File: config.mk
export PLATFORM = sky130hd
export DESIGN_NAME = graph_bfs_dfs_traversal_unit
export DESIGN_NICKNAME = d
export VERILOG_FILES = /design/src/gbt_pkg.sv /design/src/gbt_ctrl.sv /design/src/gbt_datapath.sv /design/src/graph_bfs_dfs_traversal_unit.sv
export SDC_FILE = /design/constraint.sdc
export NUM_CORES = 2
export LEC_CHECK = 0
export ABC_AREA = 1
export BUFFER_PORTS_ARGS = -buffer_cell sky130_fd_sc_hd__buf_2
export CAP_MARGIN = 20
export CELL_PAD_IN_SITES_DETAIL_PLACEMENT = 2
export CELL_PAD_IN_SITES_GLOBAL_PLACEMENT = 2
export CORE_MARGIN = 8
export CORE_UTILIZATION = 43
export CTS_CLUSTER_SIZE = 14
export DETAILED_ROUTE_END_ITERATION = 16
export MAX_ROUTING_LAYER = met4
export PLACE_DENSITY_LB_ADDON = 0.3
export SYNTH_ARGS = -nofsm -noshare
export SYNTH_HDL_FRONTEND = slang
export SYNTH_SLANG_ARGS = --single-unit
File: constraint.sdc
create_clock -name clk_i -period 11.59 [get_ports clk_i]
set_input_delay 1.159 -clock clk_i [delete_from_list [all_inputs] [get_ports clk_i]]
set_output_delay 1.159 -clock clk_i [all_outputs]
set_load 0.03 [all_outputs]
File: src/gbt_pkg.sv
// Package for the graph traversal unit: sizes, codes and the controller/datapath links.
// Used by gbt_ctrl, gbt_datapath and graph_bfs_dfs_traversal_unit; depends on nothing.
package gbt_pkg;

  localparam int MAX_VERTICES = 16;
  localparam int MAX_DEGREE   = 8;
  localparam int STORE_DEPTH  = MAX_VERTICES * MAX_DEGREE;
  localparam int WORK_DEPTH   = STORE_DEPTH;

  localparam int VTX_W      = 4;                         // vertex field width
  localparam int DEG_W      = $clog2(MAX_DEGREE + 1);    // holds 0..MAX_DEGREE
  localparam int STORE_AW   = $clog2(STORE_DEPTH);
  localparam int WORK_AW    = $clog2(WORK_DEPTH);
  localparam int WORK_PW    = $clog2(WORK_DEPTH + 1);    // pointer holds the depth itself
  localparam int CNT_W      = 5;                         // vertex_count register
  localparam int STATUS_W   = 2;
  localparam int CFG_IDX_W  = 1;
  localparam int CFG_DATA_W = 5;

  localparam logic [CFG_IDX_W-1:0] CFG_VERTEX_COUNT = 1'b0;
  localparam logic [CFG_IDX_W-1:0] CFG_TRAV_MODE    = 1'b1;

  localparam logic OP_ADD_EDGE = 1'b0;
  localparam logic OP_TRAVERSE = 1'b1;
  localparam logic MODE_BFS    = 1'b0;
  localparam logic MODE_DFS    = 1'b1;

  typedef enum logic [STATUS_W-1:0] {
    ST_OK    = 2'd0,
    ST_RANGE = 2'd1,
    ST_FULL  = 2'd2
  } gbt_status_e;

  typedef enum logic [1:0] {
    DEG_A,
    DEG_B,
    DEG_NODE
  } gbt_deg_sel_e;

  typedef enum logic [1:0] {
    EMIT_NONE,
    EMIT_STATUS,
    EMIT_FINAL
  } gbt_emit_e;

  typedef enum logic [3:0] {
    S_IDLE,
    S_EDGE_DA,
    S_EDGE_DB,
    S_EDGE_CHK,
    S_EDGE_WA,
    S_EDGE_WB,
    S_RESP,
    S_TRAV_INIT,
    S_POP,
    S_NODE,
    S_SCAN_RD,
    S_SCAN_CHK,
    S_FINAL
  } gbt_state_e;

  typedef struct packed {
    logic         latch_in;
    gbt_deg_sel_e deg_sel;
    logic         latch_dega;
    logic         latch_degb;
    logic         edge_write;
    logic         trav_init;
    logic         pop;
    logic         node_load;
    logic         visit;
    logic         scan_rd;
    logic         scan_chk;
    gbt_emit_e    emit;
  } gbt_cmd_t;

  typedef struct packed {
    logic mode;
    logic root_bad;
    logic edge_ok;
    logic list_empty;
    logic node_seen;
    logic pend_valid;
    logic scan_done;
    logic out_free;
  } gbt_sts_t;

endpackage

File: src/gbt_ctrl.sv
// Sequencer for edge insertion and BFS/DFS walks.
// Depends on gbt_pkg; drives gbt_datapath through gbt_cmd_t, reads gbt_sts_t.
module gbt_ctrl
  import gbt_pkg::*;
(
  input  logic     clk_i,
  input  logic     rst_ni,
  input  logic     in_valid_i,
  input  logic     in_op_i,
  output logic     in_ready_o,
  input  gbt_sts_t sts_i,
  output gbt_cmd_t cmd_o
);

  gbt_state_e state_q, state_d;
  logic       visit_needed;

  always_ff @(posedge clk_i or negedge rst_ni) begin
    if (!rst_ni) begin
      state_q <= S_IDLE;
    end else begin
      state_q <= state_d;
    end
  end

  // BFS reports every popped vertex; DFS only on first pop
  assign visit_needed = (sts_i.mode == MODE_BFS) || !sts_i.node_seen;

  always_comb begin
    state_d    = state_q;
    cmd_o      = '0;
    cmd_o.emit = EMIT_NONE;
    in_ready_o = 1'b0;
    case (state_q)
      S_IDLE: begin
        in_ready_o = 1'b1;
        if (in_valid_i) begin
          cmd_o.latch_in = 1'b1;
          state_d = (in_op_i == OP_ADD_EDGE) ? S_EDGE_DA : S_TRAV_INIT;
        end
      end
      S_EDGE_DA: begin
        cmd_o.deg_sel    = DEG_A;
        cmd_o.latch_dega = 1'b1;
        state_d          = S_EDGE_DB;
      end
      S_EDGE_DB: begin
        cmd_o.deg_sel    = DEG_B;
        cmd_o.latch_degb = 1'b1;
        state_d          = S_EDGE_CHK;
      end
      S_EDGE_CHK: begin
        state_d = sts_i.edge_ok ? S_EDGE_WA : S_RESP;
      end
      S_EDGE_WA: begin
        cmd_o.deg_sel    = DEG_A;
        cmd_o.edge_write = 1'b1;
        state_d          = S_EDGE_WB;
      end
      S_EDGE_WB: begin
        cmd_o.deg_sel    = DEG_B;
        cmd_o.edge_write = 1'b1;
        state_d          = S_RESP;
      end
      S_RESP: begin
        if (sts_i.out_free) begin
          cmd_o.emit = EMIT_STATUS;
          state_d    = S_IDLE;
        end
      end
      S_TRAV_INIT: begin
        if (sts_i.root_bad) begin
          state_d = S_RESP;
        end else begin
          cmd_o.trav_init = 1'b1;
          state_d         = S_POP;
        end
      end
      S_POP: begin
        if (sts_i.list_empty) begin
          state_d = S_FINAL;
        end else begin
          cmd_o.pop = 1'b1;
          state_d   = S_NODE;
        end
      end
      S_NODE: begin
        // hold while a pending result cannot be pushed out
        if (!(visit_needed && sts_i.pend_valid && !sts_i.out_free)) begin
          cmd_o.node_load = 1'b1;
          cmd_o.visit     = visit_needed;
          state_d         = S_SCAN_RD;
        end
      end
      S_SCAN_RD: begin
        cmd_o.deg_sel = DEG_NODE;
        if (sts_i.scan_done) begin
          state_d = S_POP;
        end else begin
          cmd_o.scan_rd = 1'b1;
          state_d       = S_SCAN_CHK;
        end
      end
      S_SCAN_CHK: begin
        cmd_o.scan_chk = 1'b1;
        state_d        = S_SCAN_RD;
      end
      S_FINAL: begin
        if (sts_i.out_free) begin
          cmd_o.emit = EMIT_FINAL;
          state_d    = S_IDLE;
        end
      end
      default: begin
        state_d = S_IDLE;
      end
    endcase
  end

endmodule

File: src/gbt_datapath.sv
// Datapath: config registers, degree counters, neighbour and work-list memories,
// visited map and the output register. Depends on gbt_pkg.
module gbt_datapath
  import gbt_pkg::*;
(
  input  logic                  clk_i,
  input  logic                  rst_ni,
  input  logic                  cfg_we_i,
  input  logic [CFG_IDX_W-1:0]  cfg_index_i,
  input  logic [CFG_DATA_W-1:0] cfg_wdata_i,
  input  logic                  in_op_i,
  input  logic [VTX_W-1:0]      in_node_a_i,
  input  logic [VTX_W-1:0]      in_node_b_i,
  input  gbt_cmd_t              cmd_i,
  output gbt_sts_t              sts_o,
  output logic                  out_valid_o,
  input  logic                  out_ready_i,
  output logic [VTX_W-1:0]      out_vertex_o,
  output logic [STATUS_W-1:0]   out_status_o,
  output logic                  out_last_o
);

  function automatic logic [STORE_AW-1:0] store_addr(input logic [VTX_W-1:0] v,
                                                     input logic [DEG_W-1:0] j);
    store_addr = STORE_AW'(v) * STORE_AW'(MAX_DEGREE) + STORE_AW'(j);
  endfunction

  // configuration
  logic [CNT_W-1:0] vcount_q;
  logic             mode_q;
  logic [CNT_W-1:0] limit;

  // latched item
  logic             op_q;
  logic [VTX_W-1:0] a_q, b_q;

  // degrees
  logic [DEG_W-1:0] deg_q [MAX_VERTICES];
  logic [DEG_W-1:0] dega_q, degb_q;
  logic [VTX_W-1:0] deg_addr;
  logic [DEG_W-1:0] deg_rd;
  logic [DEG_W:0]   dega_p2;

  // memories
  logic [VTX_W-1:0]    store_mem [STORE_DEPTH];
  logic [VTX_W-1:0]    store_rdata_q;
  logic [STORE_AW-1:0] store_waddr, store_raddr;
  logic [VTX_W-1:0]    store_wdata;

  logic [VTX_W-1:0]   work_mem [WORK_DEPTH];
  logic [VTX_W-1:0]   work_rdata_q;
  logic               work_we;
  logic [WORK_AW-1:0] work_waddr, work_raddr;
  logic [VTX_W-1:0]   work_wdata;
  logic [WORK_PW-1:0] head_q, tail_q, tail_dec;
  logic               push_ok, n_unseen;

  // walk state
  logic [MAX_VERTICES-1:0] visited_q, visited_d;
  logic [VTX_W-1:0]        node_q, pend_q;
  logic                    pend_valid_q;
  logic [DEG_W-1:0]        j_q;

  // status
  logic        range_bad, root_bad, full_bad;
  gbt_status_e edge_st, resp_st;

  // output register
  logic                out_valid_q;
  logic [VTX_W-1:0]    out_vertex_q;
  logic [STATUS_W-1:0] out_status_q;
  logic                out_last_q;
  logic                out_free, out_load;

  assign limit = (vcount_q > CNT_W'(MAX_VERTICES)) ? CNT_W'(MAX_VERTICES) : vcount_q;

  always_ff @(posedge clk_i or negedge rst_ni) begin
    if (!rst_ni) begin
      vcount_q <= CNT_W'(16);
      mode_q   <= MODE_BFS;
    end else if (cfg_we_i) begin
      case (cfg_index_i)
        CFG_VERTEX_COUNT: vcount_q <= cfg_wdata_i[CNT_W-1:0];
        CFG_TRAV_MODE:    mode_q   <= cfg_wdata_i[0];
        default:          ;
      endcase
    end
  end

  always_ff @(posedge clk_i) begin
    if (cmd_i.latch_in) begin
      op_q <= in_op_i;
      a_q  <= in_node_a_i;
      b_q  <= in_node_b_i;
    end
    if (cmd_i.latch_dega) dega_q <= deg_rd;
    if (cmd_i.latch_degb) degb_q <= deg_rd;
  end

  // degree table, one read port chosen by the sequencer
  always_comb begin
    case (cmd_i.deg_sel)
      DEG_A:    deg_addr = a_q;
      DEG_B:    deg_addr = b_q;
      DEG_NODE: deg_addr = node_q;
      default:  deg_addr = a_q;
    endcase
  end
  assign deg_rd = deg_q[deg_addr];

  always_ff @(posedge clk_i or negedge rst_ni) begin
    if (!rst_ni) begin
      for (int i = 0; i < MAX_VERTICES; i++) deg_q[i] <= '0;
    end else if (cmd_i.edge_write) begin
      deg_q[deg_addr] <= deg_rd + DEG_W'(1);
    end
  end

  // edge checks
  assign range_bad = ({1'b0, a_q} >= limit) || ({1'b0, b_q} >= limit);
  assign root_bad  = {1'b0, a_q} >= limit;
  assign dega_p2   = {1'b0, dega_q} + (DEG_W+1)'(2);
  assign full_bad  = (a_q == b_q) ? (dega_p2 > (DEG_W+1)'(MAX_DEGREE))
                                  : ((dega_q >= DEG_W'(MAX_DEGREE)) ||
                                     (degb_q >= DEG_W'(MAX_DEGREE)));
  assign edge_st   = range_bad ? ST_RANGE : (full_bad ? ST_FULL : ST_OK);
  assign resp_st   = (op_q == OP_TRAVERSE) ? ST_RANGE : edge_st;

  // neighbour store: edge append writes, scan reads
  assign store_waddr = store_addr(deg_addr, deg_rd);
  assign store_wdata = (cmd_i.deg_sel == DEG_A) ? b_q : a_q;
  assign store_raddr = store_addr(node_q, j_q);

  always_ff @(posedge clk_i) begin
    if (cmd_i.edge_write) store_mem[store_waddr] <= store_wdata;
    if (cmd_i.scan_rd)    store_rdata_q <= store_mem[store_raddr];
  end

  // work list: FIFO from head in BFS, stack at tail in DFS
  assign n_unseen   = !visited_q[store_rdata_q];
  assign push_ok    = cmd_i.scan_chk && n_unseen && (tail_q < WORK_PW'(WORK_DEPTH));
  assign tail_dec   = tail_q - WORK_PW'(1);
  assign work_we    = cmd_i.trav_init || push_ok;
  assign work_waddr = cmd_i.trav_init ? '0 : tail_q[WORK_AW-1:0];
  assign work_wdata = cmd_i.trav_init ? a_q : store_rdata_q;
  assign work_raddr = (mode_q == MODE_BFS) ? head_q[WORK_AW-1:0] : tail_dec[WORK_AW-1:0];

  always_ff @(posedge clk_i) begin
    if (work_we)   work_mem[work_waddr] <= work_wdata;
    if (cmd_i.pop) work_rdata_q <= work_mem[work_raddr];
  end

  always_ff @(posedge clk_i or negedge rst_ni) begin
    if (!rst_ni) begin
      head_q <= '0;
      tail_q <= '0;
    end else if (cmd_i.trav_init) begin
      head_q <= '0;
      tail_q <= WORK_PW'(1);
    end else if (cmd_i.pop) begin
      if (mode_q == MODE_BFS) head_q <= head_q + WORK_PW'(1);
      else                    tail_q <= tail_dec;
    end else if (push_ok) begin
      tail_q <= tail_q + WORK_PW'(1);
    end
  end

  // visited map: BFS marks on enqueue, DFS on first pop
  always_comb begin
    visited_d = visited_q;
    if (cmd_i.trav_init) begin
      visited_d = '0;
      if (mode_q == MODE_BFS) visited_d[a_q] = 1'b1;
    end
    if (cmd_i.visit) visited_d[work_rdata_q] = 1'b1;
    if (cmd_i.scan_chk && n_unseen && (mode_q == MODE_BFS)) visited_d[store_rdata_q] = 1'b1;
  end

  always_ff @(posedge clk_i or negedge rst_ni) begin
    if (!rst_ni) begin
      visited_q    <= '0;
      pend_valid_q <= 1'b0;
    end else begin
      visited_q <= visited_d;
      if (cmd_i.trav_init)  pend_valid_q <= 1'b0;
      else if (cmd_i.visit) pend_valid_q <= 1'b1;
    end
  end

  always_ff @(posedge clk_i) begin
    if (cmd_i.node_load) begin
      node_q <= work_rdata_q;
      j_q    <= '0;
    end else if (cmd_i.scan_chk) begin
      j_q <= j_q + DEG_W'(1);
    end
    if (cmd_i.visit) pend_q <= work_rdata_q;
  end

  // output register; one visit behind so the final vertex can carry last
  assign out_free = !out_valid_q || out_ready_i;
  assign out_load = (cmd_i.emit != EMIT_NONE) || (cmd_i.visit && pend_valid_q);

  always_ff @(posedge clk_i or negedge rst_ni) begin
    if (!rst_ni) begin
      out_valid_q <= 1'b0;
    end else if (out_load) begin
      out_valid_q <= 1'b1;
    end else if (out_ready_i) begin
      out_valid_q <= 1'b0;
    end
  end

  always_ff @(posedge clk_i) begin
    if (out_load) begin
      case (cmd_i.emit)
        EMIT_STATUS: begin
          out_vertex_q <= '0;
          out_status_q <= resp_st;
          out_last_q   <= 1'b1;
        end
        EMIT_FINAL: begin
          out_vertex_q <= pend_q;
          out_status_q <= ST_OK;
          out_last_q   <= 1'b1;
        end
        default: begin
          out_vertex_q <= pend_q;
          out_status_q <= ST_OK;
          out_last_q   <= 1'b0;
        end
      endcase
    end
  end

  assign out_valid_o  = out_valid_q;
  assign out_vertex_o = out_vertex_q;
  assign out_status_o = out_status_q;
  assign out_last_o   = out_last_q;

  assign sts_o.mode       = mode_q;
  assign sts_o.root_bad   = root_bad;
  assign sts_o.edge_ok    = (edge_st == ST_OK);
  assign sts_o.list_empty = (mode_q == MODE_BFS) ? (head_q == tail_q) : (tail_q == '0);
  assign sts_o.node_seen  = visited_q[work_rdata_q];
  assign sts_o.pend_valid = pend_valid_q;
  assign sts_o.scan_done  = (j_q >= deg_rd) || (j_q >= DEG_W'(MAX_DEGREE));
  assign sts_o.out_free   = out_free;

endmodule

File: src/graph_bfs_dfs_traversal_unit.sv
// Top level of the graph traversal unit: stream ports, config port, assertions.
// Depends on gbt_pkg, gbt_ctrl and gbt_datapath.
//
// Usage notes
// - Input stream (s_axis_*): one word per command. tuser = operation (0 add an
//   undirected edge, 1 traverse from root); tdata carries node_a and node_b.
// - Output stream (m_axis_*): an add-edge word answers with one word (vertex 0,
//   status). A traversal gives one word per vertex in visit order, tlast on the
//   final one; a bad root gives a single status word with tlast.
// - Config: cfg_we_i writes vertex_count (index 0) or traversal_mode (index 1,
//   0 breadth-first, 1 depth-first); write only while the unit is idle.
// - Timing: one command at a time. An edge add passes the degree reads of both
//   nodes and the check, then the writes for both ends if it is stored, before its
//   status word is loaded; the next word is taken once the unit is back in idle. A
//   walk pops a vertex, loads it and scans its neighbour entries, each one a read
//   and a check, paced by the registered neighbour store read, with set-up first and
//   wrap-up last. Depth-first can pop a vertex several times, rescanning its list on each pop.
// - The output register decouples the sides: a new word may be accepted while
//   the last result waits; a stalled receiver halts the walk at the next visit.
// - Reset clears degrees, visited map and pointers and restores vertex_count 16,
//   breadth-first mode; neighbour entries are only read below a vertex's degree.
module graph_bfs_dfs_traversal_unit
  import gbt_pkg::*;
(
  input  logic                  clk_i,
  input  logic                  rst_ni,
  input  logic                  s_axis_tvalid,
  output logic                  s_axis_tready,
  input  logic [7:0]            s_axis_tdata,   // [3:0] node_a, [7:4] node_b
  input  logic                  s_axis_tuser,   // [0] operation
  output logic                  m_axis_tvalid,
  input  logic                  m_axis_tready,
  output logic [7:0]            m_axis_tdata,   // [3:0] vertex, [5:4] status, [7:6] zero
  output logic                  m_axis_tlast,   // last word of this command
  input  logic                  cfg_we_i,
  input  logic [CFG_IDX_W-1:0]  cfg_index_i,
  input  logic [CFG_DATA_W-1:0] cfg_wdata_i
);

  gbt_cmd_t            cmd;
  gbt_sts_t            sts;
  logic [VTX_W-1:0]    out_vertex;
  logic [STATUS_W-1:0] out_status;

  gbt_ctrl u_ctrl (
    .clk_i      (clk_i),
    .rst_ni     (rst_ni),
    .in_valid_i (s_axis_tvalid),
    .in_op_i    (s_axis_tuser),
    .in_ready_o (s_axis_tready),
    .sts_i      (sts),
    .cmd_o      (cmd)
  );

  gbt_datapath u_datapath (
    .clk_i        (clk_i),
    .rst_ni       (rst_ni),
    .cfg_we_i     (cfg_we_i),
    .cfg_index_i  (cfg_index_i),
    .cfg_wdata_i  (cfg_wdata_i),
    .in_op_i      (s_axis_tuser),
    .in_node_a_i  (s_axis_tdata[3:0]),
    .in_node_b_i  (s_axis_tdata[7:4]),
    .cmd_i        (cmd),
    .sts_o        (sts),
    .out_valid_o  (m_axis_tvalid),
    .out_ready_i  (m_axis_tready),
    .out_vertex_o (out_vertex),
    .out_status_o (out_status),
    .out_last_o   (m_axis_tlast)
  );

  assign m_axis_tdata = {2'b00, out_status, out_vertex};

  // one command in flight: accepting a word leaves the idle state
  a_single_item: assert property (@(posedge clk_i) disable iff (!rst_ni)
    s_axis_tvalid && s_axis_tready |=> !s_axis_tready)
    else $error("second word accepted while a command is in progress");

  // results are only loaded when the output register can take them
  a_no_overwrite: assert property (@(posedge clk_i) disable iff (!rst_ni)
    (cmd.emit != EMIT_NONE) || (cmd.visit && sts.pend_valid) |-> sts.out_free)
    else $error("output register overwritten while held");

  // no result is produced while waiting for a new command
  a_idle_quiet: assert property (@(posedge clk_i) disable iff (!rst_ni)
    s_axis_tready |-> (cmd.emit == EMIT_NONE) && !cmd.visit)
    else $error("result emitted from the idle state");

  a_status_code: assert property (@(posedge clk_i) disable iff (!rst_ni)
    m_axis_tvalid |-> (m_axis_tdata[5:4] != 2'd3))
    else $error("undefined status code on output");

endmodule
Word-level counts from Yosys, hierarchy flattened --
Memories as Yosys holds them, arrays and structs flattened. A register that Yosys moved wholly into a read port is not among the register bits. Index checks and enable logic that the tools add are counted. W data, S select, Z words.
Word-level totals: memory bits (read-only) 0, word-level logic and storage cells 207, bits in latches 0, memories 2, memory bits (writable) 1024, input bits 20, register bits after elaboration 144, output and inout bits 11
Operators by class: bitwise gates (word level) 6, div/mod/pow operators 0, $add $sub $neg 8, reductions and logical operators 40, $lt $le $gt $ge 17, multiply operators 0, equality and inequality tests 23, muxes and demuxes 75, shifts and indexed selects 0
Memory list:
- u_datapath.store_mem | words 128, bits a word 4, rd ports 1, clocked after memory_dff 1, write ports 1, RTL line gbt_datapath.sv:45 | logic [VTX_W-1:0] store_mem [STORE_DEPTH];
- u_datapath.work_mem | words 128, bits a word 4, rd ports 1, clocked after memory_dff 1, write ports 1, RTL line gbt_datapath.sv:50 | logic [VTX_W-1:0] work_mem [WORK_DEPTH];
Operators with widths (count):
- $bwmux W64 | 1
- $mux W16 | 4
- $mux W8 | 7
- $pmux W4 S12 | 1
- $mux W4 | 9
- $or A16 B16 Y16 | 2
- $mux W1 | 31
- $eq A4 B4 Y1 const B | 5
- $add A8 B1 Y8 const B | 2
- $bmux W4 S4 | 1
- $demux W4 S4 | 1
- $eq A4 B3 Y1 const B | 4
- $lt A4 B5 Y1 const B | 3
- $add A7 B4 Y7 | 2
- $mux W2 | 7
- $mux W7 | 2
- $demux W1 S4 | 3
- $ge A4 B1 Y1 const B | 3
- $ge A4 B4 Y1 const B | 3
- $ge A4 B5 Y1 | 2
- $logic_and A1 B1 Y1 | 10
- $reduce_or A2 Y1 | 5
- $add A4 B1 Y4 const B | 2
- $bmux W1 S4 | 2
- 32 further kinds | 57

Depth between registers and ports, before layout --
word-level depth 13, gate-level depth with buffers 30, mapped depth without buffers 29

By module --
A second synthesis with hierarchy kept.
Unflattened totals: cell total of the unflattened synthesis 4789, area, all modules 51046.5 um^2
By module, submodules not included:
- gbt_datapath | cells each 4697, area each 50572.3 um^2, times used 1, seq. area each 34544.4 um^2
- gbt_ctrl | cells each 89, area each 455.4 um^2, times used 1, seq. area each 100.1 um^2
- graph_bfs_dfs_traversal_unit | cells each 3, area each 18.8 um^2, times used 1, seq. area each 0.0 um^2

Worst setup path before layout --
OpenSTA, ideal clock, no wires.
kind register to register, start reg u_datapath.vcount_q[0], end mem u_datapath.work_mem[0][3], data pin, cell stages (with the launch flop) 12, required time 10.392 ns, data arrival time 7.353 ns, buffers on the path 1, setup slack 3.039 ns, library setup time 1.198 ns, cell sequence dfrtp_1 o41ai_1 nand2_1 ha_1 a21o_1 nand3_1 o211a_1 nand2_1 nor2_1 inv_2 clkbuf_1 o21ai_0
On the way: cells in the longest elaborated chain, start to end 6
Ends and longest elaborated chain:
- start, declared | RTL line gbt_datapath.sv:29 | logic [CNT_W-1:0] vcount_q;
- start signal, assigned | RTL line gbt_datapath.sv:83 | CFG_VERTEX_COUNT: vcount_q <= cfg_wdata_i[CNT_W-1:0];
- $gt A5 B5 Y1 | RTL line gbt_datapath.sv:75 | assign limit = (vcount_q > CNT_W'(MAX_VERTICES)) ? CNT_W'(MAX_VERTICES) : vcount_q;
- $mux W5 (*) | RTL line gbt_datapath.sv:75
- $ge A4 B5 Y1 (*) | RTL line gbt_datapath.sv:121 | assign root_bad = {1'b0, a_q} >= limit;
- $mux W1 (*) | RTL line gbt_ctrl.sv:72 | if (sts_i.root_bad) begin
- $mux W1 (*) | RTL line gbt_ctrl.sv:34 | case (state_q)
- $mux W4 (*) | RTL line gbt_datapath.sv:145 | assign work_wdata = cmd_i.trav_init ? a_q : store_rdata_q;
- via u_datapath.work_wdata[3] | RTL line gbt_datapath.sv:54 | logic [VTX_W-1:0] work_wdata;
- end, declared | RTL line gbt_datapath.sv:50
Mark *: on every way through the listed nets, which the timed path passes. The rest lies on a longest branch.

Final worst setup path --
start reg u_ctrl.state_q[1], end mem u_datapath.store_mem[115][2] (enable)
On the way: cells in the longest elaborated chain, start to end 10
Ends and longest elaborated chain:
- start, declared | RTL line gbt_ctrl.sv:15 | gbt_state_e state_q, state_d;
- start signal, assigned | RTL line gbt_ctrl.sv:22 | state_q <= state_d;
- $eq A4 B2 Y1 / $eq A4 B3 Y1 (equally long branches) | RTL line gbt_ctrl.sv:34
- $reduce_or A2 Y1 (no line)
- $pmux W2 S2 (*) | RTL line gbt_ctrl.sv:34
- $eq A2 B2 Y1 / $eq A2 B1 Y1 (equally long branches) | RTL line gbt_datapath.sv:102 | case (cmd_i.deg_sel)
- $pmux W4 S2 (*) | RTL line gbt_datapath.sv:102
- $not A4 Y5 (not written as such) (*) | RTL line gbt_datapath.sv:109 | assign deg_rd = deg_q[deg_addr];
- $bmux W4 S4 (*) | RTL line gbt_datapath.sv:109
- $mux W4 (not written as such) (*) (2 in series) | RTL line gbt_datapath.sv:109
- via u_datapath.deg_rd[3] | RTL line gbt_datapath.sv:41 | logic [DEG_W-1:0] deg_rd;
- $add A7 B4 Y7 (*) | RTL line gbt_datapath.sv:25 | store_addr = STORE_AW'(v) * STORE_AW'(MAX_DEGREE) + STORE_AW'(j);
- end, declared | RTL line gbt_datapath.sv:45
Mark *: on every way through the listed nets, which the timed path passes. The rest lies on a longest branch. The select of a mux whose other input is x is not followed.

==> flow_summary.ini <==
[power_and_ir_drop]
p_leak_nw = 20.6
combPwrFrac_pct = 40.0
p_sw_mw = 7.05
peakVddDrop_mv = 0.337
power_frac_seq_pct = 33.9
internal-power_mw = 9.15
power_frac_clock_pct = 26.2
power_density_mw_per_mm2 = 284
p_sw_share_pct = 43.5

[detailed_routing]
drt-initial-drc-count = 2570
dr.pass1.iters = 5
ant_nets = 0
drt_wl_total_um = 171000
drc_errors = 0
post_drt_wl_per_cell_um = 26.9
vias = 36800
avgViaCountPerCell = 5.78

[flow_run]
max_cap_viol_count = 0

[worst_setup_path]
critPathArrivalTime_ns = 6.96
crit_path_max_fanout = 33
critPathCaptureType = flip-flop
cp_top_family = simple AND/OR/NAND/NOR gates
slowest_stage = nand2_2
cp.required_ns = 11.99
critPathMostFrequentCell = nand2_1
crit_chain = inv_1 > nor2_1 > inv_1 > nor2_1 > a21oi_1 > inv_1 > ha_1 > inv_2 > nand3_2 > nand2_2 > inv_1 > nand2_1 > nand2_1 > nand2_1 > nand2_1 > nand2_1 > nand4_1 > ha_1 > ha_1 > inv_1 > nor3_1 > nand2_1 > nor2_1
cp_num_buf_inv = 6
start_kind = flip-flop
worstSetupPathType = reg2reg
critPathMaxStageDelay_ns = 0.69

[die]
rows = 126
dieArea_mm2 = 0.130
io_pins = 31
die_x_um = 361
die_h_um = 361
core_area_mm2 = 0.118
start_util_pct = 43.3

[sta]
rsz0062_at_grt = false
fin_ws_ns = 5.03
holdWs_ns = 0.421
fin_crit_ns = 6.56
min_period_over_period_pct = 56.6
fmax_mhz = 152
skew_ns = 0.0277
final_hold_viol_count = 0
finalMaxSlewViolations = 0
worstMarginPinSlew_ns = 1.13
setup_viol = 0
relSlewSlack_pct = 24.8
setup_tns_ns = 0

[synth]
synth_cell_types = 50
ys_seq_area_share_pct = 67.7
synth_edf_count = 1061
yosysWarningCount = 0
synth_seq_cells = 1173
async_flop_share_pct = 9.21
avgSynthCellArea_um2 = 10.7
synth_area_mm2 = 0.0512
synth_cells = 4761
ys.flop_type = edfxtp_1

[global_route]
antenna_found_initial = 2
grt_max_degree = 119
grt_pass1_wl_um = 261000
gr-total-overflow = 0
grt.total_usage_pct = 26.6
grt_pass1_vias = 41200

[placement]
dpl.hpwl_um = 104000
place_ws_ns = 4.95
place.gp.congestion = 0.794
portBuffers = 28

[clocking]
postCtsResizedCells = 0
cts_max_level = 4
cts_root_buf = clkbuf_16
clk_latency_ns = 0.76
clockBufferDepth = 3
clkSinkCount = 1173
path_clk_slew_ns = 0.06
cts_setup_buffers = 0
cts_buffers = 132
cts_hold_buf = 0
cts_tree = built

[final_layout]
drive_gt1_share_pct = 6.85
area_growth_pct = 11.4
nets = 4761
utilization_pct = 48.3

[outcome]
outcome = finished clean

[min_path]
hold_path_class = in2async
## area by class of cell
class | instances | area (um2)
Tap cell | 1536 | 1920
Inverter | 414 | 1570
Timing Repair Buffer | 85 | 591
Clock inverter | 72 | 862
Antenna cell | 1 | 2.50
Fill cell | 11800 | 61100
Clock buffer | 168 | 3440
Sequential cell | 1173 | 34700
Multi-Input combinational cell | 2908 | 14000
## final timing paths
path | start | endpoint | slack [ns] | depth (start not counted)
max | u_ctrl.state_q[1] | u_datapath.store_mem[115][2] | 5.03 | 23
min | rst_ni | u_datapath.deg_q[44] | 0.42 | 1
max reg2reg | u_ctrl.state_q[1] | u_datapath.store_mem[115][2] | 5.03 | 23
min reg2reg | u_datapath.deg_q[1] | u_datapath.deg_q[1] | 0.49 | 2
max in group asynchronous | rst_ni | u_datapath.tail_q[2] | 9.69 | 2
min in group clk_i | u_datapath.deg_q[1] | u_datapath.deg_q[1] | 0.49 | 2
## state kept, by name, indices dropped and copies added, names as in the netlist, 5 cells and up
name / flops
u_datapath.deg_q: 64
u_datapath.head_q: 8
u_datapath.store_mem: 512
u_datapath.tail_q: 8
u_datapath.vcount_q: 5
u_datapath.visited_q: 16
u_datapath.work_mem: 512
## through the flow
stage	std cells	area (um2)	total power, mW
after floorplan	4762	51200	9.44
after global placement	6115	52700	11.7
after detailed placement	6115	52700	12.0
after CTS	6355	57000	16.3
after global routing	6357	57000	16.9
final	6357	57000	16.2
## power by group through the flow
| stage | registers, mW | clock network (mW) | logic (mW) |
|---|---|---|---|
| floorplan | 5.64 | 0 | 3.80 |
| global placement | 5.56 | 0 | 6.11 |
| detailed placement | 5.57 | 0 | 6.39 |
| CTS | 5.49 | 4.31 | 6.51 |
| global route | 5.51 | 4.44 | 6.98 |
| finish | 5.49 | 4.24 | 6.47 |
## synthesized netlist by cell type (76+ instances only)
cell	n	share of area, %
dfrtp_1	107	5.2
nand2_1	859	6.3
edfxtp_1	1061	62
nor2_1	646	4.7
clkbuf_1	170	1.2
buf_2	76	0.74
inv_1	398	2.9
o211ai_1	176	2.6
a21oi_1	122	1.2
o22ai_1	148	1.8
nand3_1	311	3.0
o21ai_0	461	4.5
## cell families (layout without fill, tap and decap cells)
family / Yosys count / count (layout) / share of synthesized area, %
AND/OR/NAND/NOR: 1910 / 1910 / 15.3
XOR/XNOR: 29 / 29 / 0.511
flip-flops: 1173 / 1173 / 67.7
buffers and inverters: 681 / 739 / 5.24
multiplexers: 4 / 4 / 0.0856
other: 1 / 3 / 0.00733
adder cells (fa/ha/maj): 27 / 27 / 0.660
AO/OA/AOI/OAI: 936 / 936 / 10.5
## layout by cell type, fill, tap and decap left out, types with 3 or more instances in the layout
cell / synthesis / layout
edfxtp_1: 1061 / 1061
nand2_1: 859 / 857
nor2_1: 646 / 645
o21ai_0: 461 / 452
inv_1: 398 / 395
nand3_1: 311 / 311
o211ai_1: 176 / 176
o22ai_1: 148 / 148
clkbuf_16: 0 / 132
a21oi_1: 122 / 122
dfrtp_1: 107 / 107
buf_4: 4 / 57
clkbuf_1: 170 / 36
nand4_1: 29 / 29
ha_1: 27 / 27
buf_2: 76 / 27
clkinv_1: 3 / 24
nand3b_1: 20 / 20
nor3_1: 20 / 20
xor2_1: 18 / 18
clkinv_2: 0 / 17
bufinv_16: 0 / 14
inv_2: 13 / 13
o21ai_1: 15 / 13
o21ai_4: 0 / 10
nand2_2: 9 / 10
xnor2_1: 10 / 10
clkinv_8: 0 / 8
inv_6: 0 / 7
nor2_4: 5 / 6
or2_2: 4 / 4
clkinvlp_4: 0 / 4
a22oi_1: 3 / 3
mux2_2: 3 / 3
## per-layer routing
metal | GRT usage (%) | wire length (um) | vias up
met5 | - | 0 | -
met4 | 9.53 | 6100 | 0
met3 | 3.27 | 6040 | 349
met2 | 48.1 | 90500 | 853
met1 | 30.5 | 68300 | 19000
li1 | - | - | 16500
Note: power is estimated with default switching activity, not from simulation.
